`src/rtl/fhcp_pkg.sv`:
```
// Package for the FITS header card parser: result kinds, status codes, card result type.
// No dependencies.
package fhcp_pkg;

  localparam int ValueBitsDefault = 32;
  localparam int CardLen = 80;
  localparam int CardsPerBlock = 36;

  localparam logic [2:0] KIND_END    = 3'd0;
  localparam logic [2:0] KIND_SIMPLE = 3'd1;
  localparam logic [2:0] KIND_BITPIX = 3'd2;
  localparam logic [2:0] KIND_NAXIS  = 3'd3;
  localparam logic [2:0] KIND_AXIS   = 3'd4;
  localparam logic [2:0] KIND_SKIP   = 3'd5;
  localparam logic [2:0] KIND_FAIL   = 3'd6;

  localparam logic [2:0] ST_RUN     = 3'd0;
  localparam logic [2:0] ST_OK      = 3'd1;
  localparam logic [2:0] ST_BADVAL  = 3'd2;
  localparam logic [2:0] ST_NOTSIMP = 3'd3;
  localparam logic [2:0] ST_UNSUP   = 3'd4;
  localparam logic [2:0] ST_INVALID = 3'd5;

  localparam logic [2:0] PH_LEAD  = 3'd0;
  localparam logic [2:0] PH_WS    = 3'd1;
  localparam logic [2:0] PH_SIGN  = 3'd2;
  localparam logic [2:0] PH_DIGIT = 3'd3;
  localparam logic [2:0] PH_STOP  = 3'd4;

  typedef struct packed {
    logic [2:0]  card_kind;
    logic        done_res;
    logic [2:0]  status;
    logic [2:0]  pixel_type;
    logic [1:0]  num_axes;
    logic [30:0] width;
    logic [30:0] height;
    logic [30:0] depth;
    logic [11:0] pad_bytes;
  } result_t;

endpackage

```
`src/rtl/fhcp_front.sv`:
```
// Front end: groups bytes into cards, captures keyword, '=' and 'T', and scans the integer.
// Emits one card record per finished card or truncation. Depends on fhcp_pkg.
module fhcp_front #(
  parameter int VALUE_BITS = fhcp_pkg::ValueBitsDefault
) (
  input  logic                  clk,
  input  logic                  rst,
  input  logic                  in_valid,
  input  logic [7:0]            header_byte,
  input  logic                  restart,
  input  logic                  stream_end,
  output logic                  card_valid,
  output logic                  card_trunc,
  output logic                  card_se,
  output logic                  card_first,
  output logic [55:0]           card_kw,
  output logic                  card_eq,
  output logic                  card_flag,
  output logic [2:0]            card_phase,
  output logic                  card_neg,
  output logic [VALUE_BITS-1:0] card_accum
);

  localparam logic [VALUE_BITS-1:0] Cap = {1'b1, {(VALUE_BITS-1){1'b0}}};

  logic [6:0]            card_column;
  logic [55:0]           keyword_bytes;
  logic                  equals_seen, flag_is_true, number_negative;
  logic [2:0]            number_phase;
  logic [VALUE_BITS-1:0] number_accum;
  logic                  first_pending;

  logic [6:0]            c;
  logic [55:0]           kw_next;
  logic                  eq_next, flag_next, neg_next;
  logic [2:0]            ph_next;
  logic [VALUE_BITS-1:0] acc_next;
  logic                  digit, ws;
  logic [3:0]            d;
  logic [VALUE_BITS+3:0] prod;
  logic                  card_done;

  assign digit = header_byte >= 8'h30 && header_byte <= 8'h39;
  assign ws    = header_byte == 8'h20 || (header_byte >= 8'd9 && header_byte <= 8'd13);
  assign d     = header_byte[3:0];
  assign prod  = {4'd0, number_accum} * (VALUE_BITS+4)'(10) + {{VALUE_BITS{1'b0}}, d};
  assign card_done = c == 7'(fhcp_pkg::CardLen - 1) || stream_end;

  always_comb begin
    c = restart ? 7'd0 : card_column;
    kw_next   = restart ? '0 : keyword_bytes;
    eq_next   = restart ? 1'b0 : equals_seen;
    flag_next = restart ? 1'b0 : flag_is_true;
    neg_next  = restart ? 1'b0 : number_negative;
    ph_next   = restart ? fhcp_pkg::PH_LEAD : number_phase;
    acc_next  = restart ? '0 : number_accum;
    if (c < 7'd7) kw_next[8*(6-c[2:0]) +: 8] = header_byte;
    if ((c == 7'd7 || c == 7'd8) && header_byte == 8'h3d) eq_next = 1'b1;
    if (c == 7'd29) flag_next = header_byte == 8'h54;
    if (c >= 7'd9 && c <= 7'd29) begin
      if (ph_next == fhcp_pkg::PH_LEAD && !(header_byte == 8'h20 || header_byte == 8'h00))
        ph_next = fhcp_pkg::PH_WS;
      if (ph_next == fhcp_pkg::PH_WS) begin
        if (!ws) begin
          if (header_byte == 8'h2b) ph_next = fhcp_pkg::PH_SIGN;
          else if (header_byte == 8'h2d) begin
            neg_next = 1'b1;
            ph_next  = fhcp_pkg::PH_SIGN;
          end else if (digit) ph_next = fhcp_pkg::PH_DIGIT;
          else ph_next = fhcp_pkg::PH_STOP;
        end
      end else if (ph_next == fhcp_pkg::PH_SIGN || ph_next == fhcp_pkg::PH_DIGIT) begin
        ph_next = digit ? fhcp_pkg::PH_DIGIT : fhcp_pkg::PH_STOP;
      end
      // accumulate, saturating at 2^(VALUE_BITS-1)
      if (digit && ph_next == fhcp_pkg::PH_DIGIT) begin
        if (prod > {4'd0, Cap}) acc_next = Cap;
        else acc_next = prod[VALUE_BITS-1:0];
      end
    end
  end

  // Saturation always works from the registered accum; with restart the column is zero,
  // outside the value columns, so no digit is accumulated.

  always_ff @(posedge clk) begin
    if (rst) begin
      card_column <= '0;
      keyword_bytes <= '0;
      equals_seen <= 1'b0;
      flag_is_true <= 1'b0;
      number_negative <= 1'b0;
      number_phase <= fhcp_pkg::PH_LEAD;
      number_accum <= '0;
      card_valid <= 1'b0;
      first_pending <= 1'b1;
    end else begin
      card_valid <= 1'b0;
      if (in_valid) begin
        // hold a restart until the record that follows it reaches the back end
        card_first <= restart || first_pending;
        first_pending <= (restart || first_pending) && !card_done;
        card_kw <= kw_next;
        card_eq <= eq_next;
        card_flag <= flag_next;
        card_phase <= ph_next;
        card_neg <= neg_next;
        card_accum <= acc_next;
        card_se <= stream_end;
        if (c == 7'(fhcp_pkg::CardLen - 1)) begin
          card_column <= '0;
          keyword_bytes <= '0;
          equals_seen <= 1'b0;
          flag_is_true <= 1'b0;
          number_negative <= 1'b0;
          number_phase <= fhcp_pkg::PH_LEAD;
          number_accum <= '0;
          card_valid <= 1'b1;
          card_trunc <= 1'b0;
        end else begin
          card_column <= c + 7'd1;
          keyword_bytes <= kw_next;
          equals_seen <= eq_next;
          flag_is_true <= flag_next;
          number_negative <= neg_next;
          number_phase <= ph_next;
          number_accum <= acc_next;
          card_valid <= stream_end;
          card_trunc <= 1'b1;
        end
      end
    end
  end

endmodule

```
`src/rtl/fhcp_back.sv`:
```
// Back end: evaluates card records against header state and builds result items.
// Depends on fhcp_pkg.
module fhcp_back #(
  parameter int VALUE_BITS = fhcp_pkg::ValueBitsDefault
) (
  input  logic                  clk,
  input  logic                  rst,
  input  logic                  card_valid,
  input  logic                  card_trunc,
  input  logic                  card_se,
  input  logic                  card_first,
  input  logic [55:0]           card_kw,
  input  logic                  card_eq,
  input  logic                  card_flag,
  input  logic [2:0]            card_phase,
  input  logic                  card_neg,
  input  logic [VALUE_BITS-1:0] card_accum,
  output logic                  res_valid,
  output fhcp_pkg::result_t     res
);

  localparam logic [VALUE_BITS-1:0] Cap = {1'b1, {(VALUE_BITS-1){1'b0}}};
  localparam logic [VALUE_BITS-1:0] LenMax =
      (VALUE_BITS > 31) ? VALUE_BITS'(64'h7fff_ffff) : {1'b0, {(VALUE_BITS-1){1'b1}}};

  typedef logic signed [VALUE_BITS-1:0] sval_t;

  logic [5:0] cards_in_block;
  logic       simple_seen, finished;
  sval_t      bits_per_pixel;
  logic [1:0] axes_count;
  sval_t      axis_lengths [3];

  logic [5:0] cib;
  logic       ss_cur, fin_cur;
  sval_t      bpp_cur;
  logic [1:0] ax_cur;
  sval_t      len_cur [3];
  sval_t      v;
  logic       has_val;
  logic [2:0] kind, st, ptype;
  logic [5:0] cib_next;
  logic [1:0] n;
  sval_t      h, dd;
  fhcp_pkg::result_t r;
  logic       ss_n;
  sval_t      bpp_n;
  logic [1:0] ax_n;
  sval_t      len_n [3];
  logic [5:0] rem;

  function automatic logic [30:0] clamp_len(input sval_t x);
    if (x < 0) return '0;
    if ($unsigned(x) > LenMax) return 31'h7fff_ffff;
    return 31'($unsigned(x));
  endfunction

  always_comb begin
    cib = card_first ? 6'd0 : cards_in_block;
    ss_cur  = card_first ? 1'b0 : simple_seen;
    fin_cur = card_first ? 1'b0 : finished;
    bpp_cur = card_first ? '0 : bits_per_pixel;
    ax_cur  = card_first ? 2'd0 : axes_count;
    for (int i = 0; i < 3; i++) len_cur[i] = card_first ? '0 : axis_lengths[i];
    has_val = card_eq && card_phase != fhcp_pkg::PH_LEAD;
    // the magnitude never exceeds 2^(VALUE_BITS-1), so a plain negate saturates
    if (card_neg) v = -$signed(card_accum);
    else v = (card_accum >= Cap) ? $signed(Cap - 1'b1) : $signed(card_accum);
    cib_next = (cib == 6'(fhcp_pkg::CardsPerBlock - 1)) ? 6'd0 : cib + 6'd1;
    ss_n = ss_cur; bpp_n = bpp_cur; ax_n = ax_cur;
    for (int i = 0; i < 3; i++) len_n[i] = len_cur[i];
    n = 2'(card_kw[15:8] - 8'h31);
    kind = fhcp_pkg::KIND_FAIL;
    st = fhcp_pkg::ST_RUN;
    if (card_kw[55:24] == "END ") kind = fhcp_pkg::KIND_END;
    else if (card_kw == "SIMPLE ") begin
      if (!card_flag) begin ss_n = 1'b0; st = fhcp_pkg::ST_NOTSIMP; end
      else begin ss_n = 1'b1; kind = fhcp_pkg::KIND_SIMPLE; end
    end else if (card_kw == "BITPIX ") begin
      if (!ss_cur) st = fhcp_pkg::ST_INVALID;
      else if (!has_val) st = fhcp_pkg::ST_BADVAL;
      else begin
        bpp_n = v;
        if (v == 0) st = fhcp_pkg::ST_UNSUP;
        else kind = fhcp_pkg::KIND_BITPIX;
      end
    end else if (card_kw[55:8] == "NAXIS ") begin
      if (!has_val) st = fhcp_pkg::ST_BADVAL;
      else if (v < 1 || v > 3) st = fhcp_pkg::ST_UNSUP;
      else begin ax_n = 2'(v); kind = fhcp_pkg::KIND_NAXIS; end
    end else if (card_kw[55:16] == "NAXIS" && card_kw[7:0] == 8'h20 &&
                 card_kw[15:8] >= 8'h31 && card_kw[15:8] <= 8'h33) begin
      if (ax_cur == 2'd0 || ax_cur <= n) st = fhcp_pkg::ST_INVALID;
      else if (!has_val) st = fhcp_pkg::ST_BADVAL;
      else begin len_n[n] = v; kind = fhcp_pkg::KIND_AXIS; end
    end else kind = fhcp_pkg::KIND_SKIP;
    if (st == fhcp_pkg::ST_RUN && card_se) st = fhcp_pkg::ST_BADVAL;
    r = '0;
    r.card_kind = kind;
    rem = (cib_next == 6'd0) ? 6'd0 : 6'(fhcp_pkg::CardsPerBlock) - cib_next;
    ptype = 3'd0;
    if (st == fhcp_pkg::ST_RUN && kind == fhcp_pkg::KIND_END) begin
      r.pad_bytes = 12'(rem) * 12'(fhcp_pkg::CardLen);
      h = len_cur[1]; dd = len_cur[2];
      if (ax_cur == 2'd1) begin h = sval_t'(1); dd = sval_t'(1); end
      else if (ax_cur == 2'd2) dd = sval_t'(1);
      st = fhcp_pkg::ST_OK;
      if (bpp_cur == 8) ptype = 3'd0;
      else if (bpp_cur == 16) ptype = 3'd1;
      else if (bpp_cur == 32) ptype = 3'd2;
      else if (bpp_cur == -32) ptype = 3'd3;
      else if (bpp_cur == -64) ptype = 3'd4;
      else st = fhcp_pkg::ST_INVALID;
      if (ax_cur == 2'd0) st = fhcp_pkg::ST_INVALID;
      if (len_cur[0] <= 0 || h <= 0 || dd <= 0) st = fhcp_pkg::ST_INVALID;
      if (st == fhcp_pkg::ST_OK) begin
        r.pixel_type = ptype;
        r.width  = clamp_len(len_cur[0]);
        r.height = clamp_len(h);
        r.depth  = clamp_len(dd);
      end
    end else begin
      h = '0; dd = '0;
    end
    if (card_trunc) begin
      r = '0;
      r.card_kind = fhcp_pkg::KIND_FAIL;
      st = fhcp_pkg::ST_BADVAL;
    end
    if (st != fhcp_pkg::ST_RUN) begin
      r.done_res = 1'b1;
      r.status = st;
      r.num_axes = card_trunc ? 2'd0 : ax_n;
    end
  end

  always_ff @(posedge clk) begin
    if (rst) begin
      cards_in_block <= '0;
      simple_seen <= 1'b0;
      finished <= 1'b0;
      bits_per_pixel <= '0;
      axes_count <= '0;
      for (int i = 0; i < 3; i++) axis_lengths[i] <= '0;
      res_valid <= 1'b0;
    end else begin
      res_valid <= 1'b0;
      if (card_valid && !fin_cur) begin
        res_valid <= 1'b1;
        res <= r;
        finished <= r.done_res;
        if (!card_trunc) begin
          cards_in_block <= cib_next;
          simple_seen <= ss_n;
          bits_per_pixel <= bpp_n;
          axes_count <= ax_n;
          for (int i = 0; i < 3; i++) axis_lengths[i] <= len_n[i];
        end
      end else if (card_valid && card_first) begin
        finished <= 1'b0;
      end
    end
  end

endmodule

```
`src/rtl/fhcp_queue.sv`:
```
// Result queue: small FIFO between back end and the result port, with credit-based full.
// Depends on fhcp_pkg.
module fhcp_queue #(
  parameter int DEPTH = 4
) (
  input  logic              clk,
  input  logic              rst,
  input  logic              wr,
  input  fhcp_pkg::result_t wdata,
  input  logic              rd,
  output fhcp_pkg::result_t rdata,
  output logic              empty,
  output logic              almost_full
);

  localparam int AW = $clog2(DEPTH);

  fhcp_pkg::result_t mem [DEPTH];
  logic [AW-1:0] wp, rp;
  logic [AW:0]   count;

  assign empty = count == '0;
  assign rdata = mem[rp];
  // two items may still be in flight in the front and back stages
  assign almost_full = count >= (AW+1)'(DEPTH - 2);

  always_ff @(posedge clk) begin
    if (wr) mem[wp] <= wdata;
  end

  always_ff @(posedge clk) begin
    if (rst) begin
      wp <= '0;
      rp <= '0;
      count <= '0;
    end else begin
      if (wr) wp <= wp + 1'b1;
      if (rd && !empty) rp <= rp + 1'b1;
      count <= count + (AW+1)'(wr) - (AW+1)'(rd && !empty);
    end
  end

endmodule

```
`src/rtl/fits_header_card_parser_core.sv`:
```
// FITS header card parser top level: front end, back end and result queue.
// Depends on fhcp_pkg, fhcp_front, fhcp_back, fhcp_queue.
// Takes one header byte per cycle while full is low; a card result reaches the result ports
// through the front register at the edge that accepts the card's last byte, then the back
// register, then the queue write. full rises when the four-entry result queue holds
// two items, so it can still absorb the two items that may be in flight.
module fits_header_card_parser_core #(
  parameter int VALUE_BITS = fhcp_pkg::ValueBitsDefault
) (
  input  logic        clk,
  input  logic        rst,
  input  logic        push,
  output logic        full,
  input  logic [7:0]  header_byte,
  input  logic        restart,
  input  logic        stream_end,
  output logic        empty,
  input  logic        pop,
  output logic [2:0]  card_kind,
  output logic        done_res,
  output logic [2:0]  status,
  output logic [2:0]  pixel_type,
  output logic [1:0]  num_axes,
  output logic [30:0] width,
  output logic [30:0] height,
  output logic [30:0] depth,
  output logic [11:0] pad_bytes
);

  logic cv, ct, cs, cf, ce, cfl, cn;
  logic [55:0] ck;
  logic [2:0] cp;
  logic [VALUE_BITS-1:0] ca;
  logic rv;
  fhcp_pkg::result_t r, q;

  fhcp_front #(.VALUE_BITS(VALUE_BITS)) u_front (
    .clk, .rst, .in_valid(push && !full), .header_byte, .restart, .stream_end,
    .card_valid(cv), .card_trunc(ct), .card_se(cs), .card_first(cf), .card_kw(ck),
    .card_eq(ce), .card_flag(cfl), .card_phase(cp), .card_neg(cn), .card_accum(ca));

  fhcp_back #(.VALUE_BITS(VALUE_BITS)) u_back (
    .clk, .rst, .card_valid(cv), .card_trunc(ct), .card_se(cs), .card_first(cf),
    .card_kw(ck), .card_eq(ce), .card_flag(cfl), .card_phase(cp), .card_neg(cn),
    .card_accum(ca), .res_valid(rv), .res(r));

  fhcp_queue #(.DEPTH(4)) u_queue (
    .clk, .rst, .wr(rv), .wdata(r), .rd(pop), .rdata(q), .empty, .almost_full(full));

  assign card_kind  = q.card_kind;
  assign done_res   = q.done_res;
  assign status     = q.status;
  assign pixel_type = q.pixel_type;
  assign num_axes   = q.num_axes;
  assign width      = q.width;
  assign height     = q.height;
  assign depth      = q.depth;
  assign pad_bytes  = q.pad_bytes;

endmodule

```
`config.mk`:
```
export PLATFORM = sky130hd
export DESIGN_NAME = fits_header_card_parser_core
export DESIGN_NICKNAME = d
export VERILOG_FILES = /design/src/rtl/fhcp_pkg.sv /design/src/rtl/fhcp_front.sv /design/src/rtl/fhcp_back.sv /design/src/rtl/fhcp_queue.sv /design/src/rtl/fits_header_card_parser_core.sv
export SDC_FILE = /design/constraint.sdc
export NUM_CORES = 1
export LEC_CHECK = 0
export BUFFER_PORTS_ARGS = -buffer_cell sky130_fd_sc_hd__buf_2
export CAP_MARGIN = 40
export CORE_MARGIN = 2
export CORE_UTILIZATION = 35
export DETAILED_ROUTE_END_ITERATION = 8
export PLACE_DENSITY = 0.51
export SETUP_SLACK_MARGIN = 0.15
export SLEW_MARGIN = 20
export SYNTH_ARGS = -nofsm -noshare
export SYNTH_HDL_FRONTEND = slang
export SYNTH_SLANG_ARGS = --single-unit
```
`constraint.sdc`:
```
create_clock -name clk -period 11.8 [get_ports clk]
set_clock_uncertainty 0.2 [all_clocks]
set_input_delay 1.77 -clock clk [delete_from_list [all_inputs] [get_ports clk]]
set_output_delay 1.77 -clock clk [all_outputs]
set_load 0.1 [all_outputs]
```
==> results of run 1 <==
cells in the final DEF, fill, tap and decap left out, types with 31 or more instances in the layout:
cell type and instances:
nand4_1 38, and2_1 69, inv_1 57, o21ai_0 117, nor4_1 54, nand2_1 305
a22oi_1 63, buf_2 132, nor2_1 302, nor3b_1 38, edfxtp_1 758, nor2b_1 31
ha_1 100, xnor2_1 48, clkbuf_16 98, mux4_2 113, a22o_1 39, a21oi_1 183
nand3_1 133, buf_4 57, dfxtp_1 153, nor3_1 56
state kept, by name, indices dropped and copies added, names as in the netlist, 32 cells and up, named ones only:
signal	flops
u_front.number_accum	32
u_back.bits_per_pixel	32
u_back.axis_lengths	96
u_queue.mem	452
u_back.res	113
u_front.card_accum	32
u_front.card_kw	56
u_front.keyword_bytes	56
Yosys cell counts (63+ instances only):
| master | number |
|---|---|
| dfxtp_1 | 155 |
| clkbuf_1 | 143 |
| nand3_1 | 133 |
| o21ai_0 | 119 |
| mux4_2 | 113 |
| edfxtp_1 | 758 |
| and2_1 | 73 |
| a21oi_1 | 183 |
| a22oi_1 | 63 |
| nand2_1 | 307 |
| nor2_1 | 309 |
| ha_1 | 100 |
final cells by class:
cell class | count | area [µm²]
multi-input combinational | 2115 | 15000
fill | 11181 | 70700
clock buffer | 120 | 2560
sequential | 913 | 25900
inverter | 60 | 228
timing repair buffer | 209 | 1450
clock inverter | 58 | 566
tap | 1536 | 1920
power groups by stage:
stage               clock [mW]  sequential, mW  combinational, mW
floorplan                    0            3.69               1.53
global placement             0            3.74               1.86
detailed placement           0            3.74               1.89
CTS                       3.07            3.68               1.89
global route              3.20            3.69               1.94
finish                    3.00            3.67               1.86
final timing paths:
check,from,to,slack [ns]
worst max register to register,u_front.number_accum[1]$_SDFFE_PP0P_,u_front.card_accum[4]$_DFFE_PP_,5.90
worst min-delay path,u_back.finished$_SDFFE_PP0P_,u_back.finished$_SDFFE_PP0P_,0.27
worst max-delay path,restart,u_front.card_accum[4]$_DFFE_PP_,5.41
worst min register to register,u_back.finished$_SDFFE_PP0P_,u_back.finished$_SDFFE_PP0P_,0.27
worst min-delay path, delay by kind of cell (launching register included):
kind | cells | cell delay, ns
DFF | 1 | 0.31
AOI/OAI and AO/OA | 1 | 0.06
and+or+nand+nor | 1 | 0.05
per-layer routing:
| metal | vias up | track usage (%) |
|---|---|---|
| met5 | - | 0 |
| met4 | 4 | 4.29 |
| met1 | 13514 | 24.7 |
| met3 | 152 | 2.53 |
| li1 | 12791 | - |
| met2 | 658 | 28.8 |
cells by family (layout without fill, tap and decap cells):
family	Yosys count	in the layout	share of synthesized area (%)
fa+ha+maj	104	104	3.18
other cells	1	4	0.00897
xor+xnor	71	71	1.49
flops	913	913	61.9
simple gates	1178	1178	14.0
buf+inv	262	447	2.54
mux	120	120	6.27
compound gates	638	638	10.6
==> impl_metrics.toml, run 1 <==
[power_and_ir_drop]
p_leak_nw = 15.6
total_power_mw = 8.53
power_frac_seq_pct = 43.1
vdd_drop_max_v = 0.000161
switching_power_mw = 2.83
p_sw_share_pct = 33.2
combPwrFrac_pct = 21.8
intPower_mw = 5.70
pwr_density_cell_nw_per_um2 = 179
p_clk_share_pct = 35.1

[sta]
setup_viol = 0
relSlewSlack_pct = 42.7
layout_setup_ws_ns = 5.41
period_minus_slack_ns = 6.39
drv_slew = 0
hold_viol_final = 0
finalSetupTns_ns = 0
whs_ns = 0.271
fmax_mhz = 156
rsz0062_at_grt = "no"
post-route-period-util_pct = 54.2
worst_pin_slew_ns = 0.848

[clocking]
cts_buffer_depth = 3
cts_made_buffers = 97
path_clk_slew_ns = 0.06
cts_resized = 0
cts_tree = "yes"
clock-sinks = 913
post_cts_buffers = 0
cts_hold_buf = 0
h-tree-depth = 3
cts-root-buf = "clkbuf_16"
clkLatencyLatePin_ns = 0.68

[global_route]
grt_max_degree = 65
grt-ovfl-total = 0
antenna_found_initial = 3
grt_use_total_pct = 17.6
grt_pass1_vias = 26482
grt_pass1_wl_mm = 166

[detailed_routing]
wl_mm = 109
route.met3.wl_mm = 5.00
drc = 0
wl_met1_mm = 49.6
drtAntennaViolNets = 0
vias = 27119
viasPerCell = 5.41
top_layer = "met5"
drtIter0Drc = 2487
wl_met2_mm = 52.0
dr.pass1.iters = 6
wire_per_inst_um = 21.7

[synth]
yosysWarnings = 0
yosys-top-cells-area = "edfxtp_1 54%, dfxtp_1 7.4%, mux4_2 6.1%, ha_1 3.0%, nor2_1 2.8%"
netlist_area_um2 = 41800
synth.distinct_cells = 104
synth-async-reset-ratio_pct = 0
synth_top_area_share_pct = 54.5
avgSynthCellArea_um2 = 12.7
synth_seq_cells = 913
synth_ff_type = "edfxtp_1"
synth_top_area_cell = "edfxtp_1"
ys_seq_area_share_pct = 61.9
synth-edff-count = 758
syn-instance-count = 3287

[critical_path]
cpPeakStageDelay_ns = 0.63
path_common_cell = "or4_1"
cp_max_fo = 23
cp-end-kind = "register"
worst-path-buf-inv = 3
path_class = "primary input to register"
cp.required_ns = 12.09
critPathSlowestCell = "or4_1"
start_kind = "primary input"
critPathArrivalTime_ns = 6.68
path_cells = "buf_2 > nor2b_1 > inv_1 > ha_1 > nor2_1 > nand2_1 > a21oi_1 > or4_1 > nor3_1 > nand4_1 > or4_1 > or4_1 > nor4_1 > nand4b_1 > o21a_2 > buf_16 > o31ai_2"
r2r_cells = 17
worstSetupPathDepth = 17
crit_family = "simple AND/OR/NAND/NOR gates"

[placed_design]
place_ws_ns = 4.73
io_buffers = 128
gp_congestion = 0.824
dp.cells = 4829
hpwl_mm = 72.9
placed_cell_area_um2 = 44400

[floorplan]
io_pins = 133
start_util_pct = 35.4
fp.dieH_um = 350
die-area_um2 = 122000
core_um2 = 118000
fp.dieW_um = 350
rows = 126

[cells_and_area]
final_core_util_pct = 40.2
final_area_um2 = 47600
drive_above_1_share_pct = 16.2
nets = 3514
finalNonFillerCells = 5011
area_growth_pct = 13.8
antenna_cells = 0

[hold_path]
hold_class = "register to register"
hold_path_depth = 2

[status]
status = "finished clean"

[job]
drv_cap = 0
Power figures use the tool's default switching activity.
==> run 2: changes to the inputs <==
- clock period: 11.8 -> 5.9 ns (I/O delays scaled with it)
==> run 2 against run 1 <==
Against the previous run: setup slack lost 5.0 ns; count of clock-buffer cells in the layout increased by 5; sequential power increased by 100%; cell area grew 0.64%; via count up 0.67%; first-iteration DRC count is 2.5% lower; highest routed layer unchanged.
==> impl_metrics.toml, run 2 (synthesized netlist as in run 1, its figures left out) <==
[status]
status = "finished clean"

[floorplan]
fp.dieW_um = 350
start_util_pct = 35.4
io_pins = 133
fp.dieH_um = 350
core_um2 = 118000
rows = 126
die-area_um2 = 122000

[critical_path]
path_common_cell = "ha_1"
cp-end-kind = "register"
start_kind = "register"
worst-path-buf-inv = 2
cpPeakStageDelay_ns = 0.60
cp_max_fo = 25
cp.required_ns = 6.08
critPathArrivalTime_ns = 5.64
path_cells = "ha_1 > ha_1 > inv_1 > fa_1 > and2b_1 > o2111a_1 > or2_1 > a211oi_1 > xnor2_1 > o2111ai_2 > or4_4 > nor4_2 > mux2_1 > and4_1 > buf_4 > a32o_1"
critPathSlowestCell = "or4_4"
path_class = "register to register"
crit_family = "simple AND/OR/NAND/NOR gates"

[sta]
drv_slew = 0
fmax_mhz = 183
setup_viol = 0
hold_viol_final = 0
relSlewSlack_pct = 35.7
whs_ns = 0.263
worst_pin_slew_ns = 0.960
finalSetupTns_ns = 0
post-route-period-util_pct = 92.7
rsz0062_at_grt = "no"
period_minus_slack_ns = 5.47

[detailed_routing]
viasPerCell = 5.43
wire_per_inst_um = 21.6
drtAntennaViolNets = 0
drc = 0
vias = 27301
dr.pass1.iters = 5
wl_mm = 109
drtIter0Drc = 2424

[cells_and_area]
drive_above_1_share_pct = 16.8
largest_register_ffs = 452
final_cell_mix = "758 x edfxtp_1, 305 x nand2_1, 302 x nor2_1"
largestRegisters = "u_queue.mem (452), u_back.res (113), u_back.axis_lengths (96)"
nets = 3534
regMostFlops = "u_queue.mem"
area_growth_pct = 14.6
antenna_cells = 0
final_common_cell = "edfxtp_1"

[clocking]
clock-sinks = 913
clkLatencyLatePin_ns = 0.69
path_clk_slew_ns = 0.06
cts_made_buffers = 98
cts_hold_buf = 0
cts_buffer_depth = 3
h-tree-depth = 3
cts-root-buf = "clkbuf_16"
cts_tree = "yes"

[power_and_ir_drop]
switching_power_mw = 5.68
combPwrFrac_pct = 21.5
intPower_mw = 11.7
p_sw_share_pct = 32.6
vdd_drop_max_v = 0.000279
p_leak_nw = 15.7
p_clk_share_pct = 36.4
pwr_density_cell_nw_per_um2 = 363
power_frac_seq_pct = 42.1

[global_route]
grt-ovfl-total = 0
grt_use_total_pct = 17.6
grt_pass1_wl_mm = 166
grt_max_degree = 114
grt_pass1_vias = 26618
antenna_found_initial = 1

[placed_design]
io_buffers = 128
gp_congestion = 0.834
hpwl_mm = 71.2

[job]
drv_cap = 0

[hold_path]
hold_class = "register to register"
-- run 2: worst paths after layout --
check                                       startpoint  slack, ns                                 end  cells after the start
setup / recovery  u_front.number_accum[1]$_SDFFE_PP0P_       0.43    u_front.card_accum[24]$_DFFE_PP_                     16
hold / removal      u_front.first_pending$_SDFFE_PP1P_       0.26  u_front.first_pending$_SDFFE_PP1P_                      2
hold reg to reg     u_front.first_pending$_SDFFE_PP1P_       0.26  u_front.first_pending$_SDFFE_PP1P_                      2
setup reg to reg  u_front.number_accum[1]$_SDFFE_PP0P_       0.43    u_front.card_accum[24]$_DFFE_PP_                     16
-- run 2: layout make-up --
type                       instances  area (µm²)
fill                           11122       70400
sequential                       913       25900
multi-input combinational       2115       15000
clock buffer                     125        2660
tap                             1536        1920
timing repair buffer             228        1560
clock inverter                    55         681
inverter                          60         228
-- run 2: per-stage QoR --
step / power [mW] / instance area, µm² / setup WS (ns) / std cells / util, %
2_1_floorplan: 10.4 / 41800 / 0.966 / 3290 / -
5_1_grt: 18.0 / 47900 / 0.145 / 5032 / 40.5
3_3_place_gp: 11.2 / 44300 / 0.303 / 4830 / 37.5
4_1_cts: 17.6 / 47800 / 0.243 / 5027 / 40.4
3_5_place_dp: 11.3 / 44500 / 0.256 / 4847 / 37.6
6_report: 17.4 / 47900 / 0.432 / 5032 / 40.5
-- run 2: layer usage --
| metal | vias up | GRT usage [%] | part of all wire (%) | wire length (µm) |
|---|---|---|---|---|
| li1 | 12831 | - | - | - |
| met3 | 142 | 2.29 | 4.4 | 4750 |
| met2 | 635 | 29.1 | 48 | 52300 |
| met5 | - | 0 | 0.010 | 11 |
| met1 | 13691 | 24.4 | 45 | 49400 |
| met4 | 2 | 4.57 | 2.1 | 2320 |
-- run 2: timing repair --
item / CTS / global route
endpoints found under the setup margin: 0 / 22
setup buffers: 0 / 2
resized for setup: 0 / 1
-- run 2: power by group through the flow --
stage,clock (mW),combinational [mW],sequential (mW)
2_1_floorplan,0,3.05,7.36
3_3_place_gp,0,3.72,7.51
3_5_place_dp,0,3.80,7.47
4_1_cts,6.49,3.81,7.33
5_1_grt,6.73,3.91,7.36
6_report,6.34,3.74,7.33
-- run 2: worst register-to-register path, delay by kind of cell, from the launching register on --
kind / cells / cell delay (ns)
and+or+nand+nor: 5 / 1.65
AOI/OAI and AO/OA: 4 / 0.94
adders and majority gates: 3 / 0.92
xor gates and xnor gates: 1 / 0.41
muxes: 1 / 0.39
DFF: 1 / 0.36
buffers and inverters: 2 / 0.29
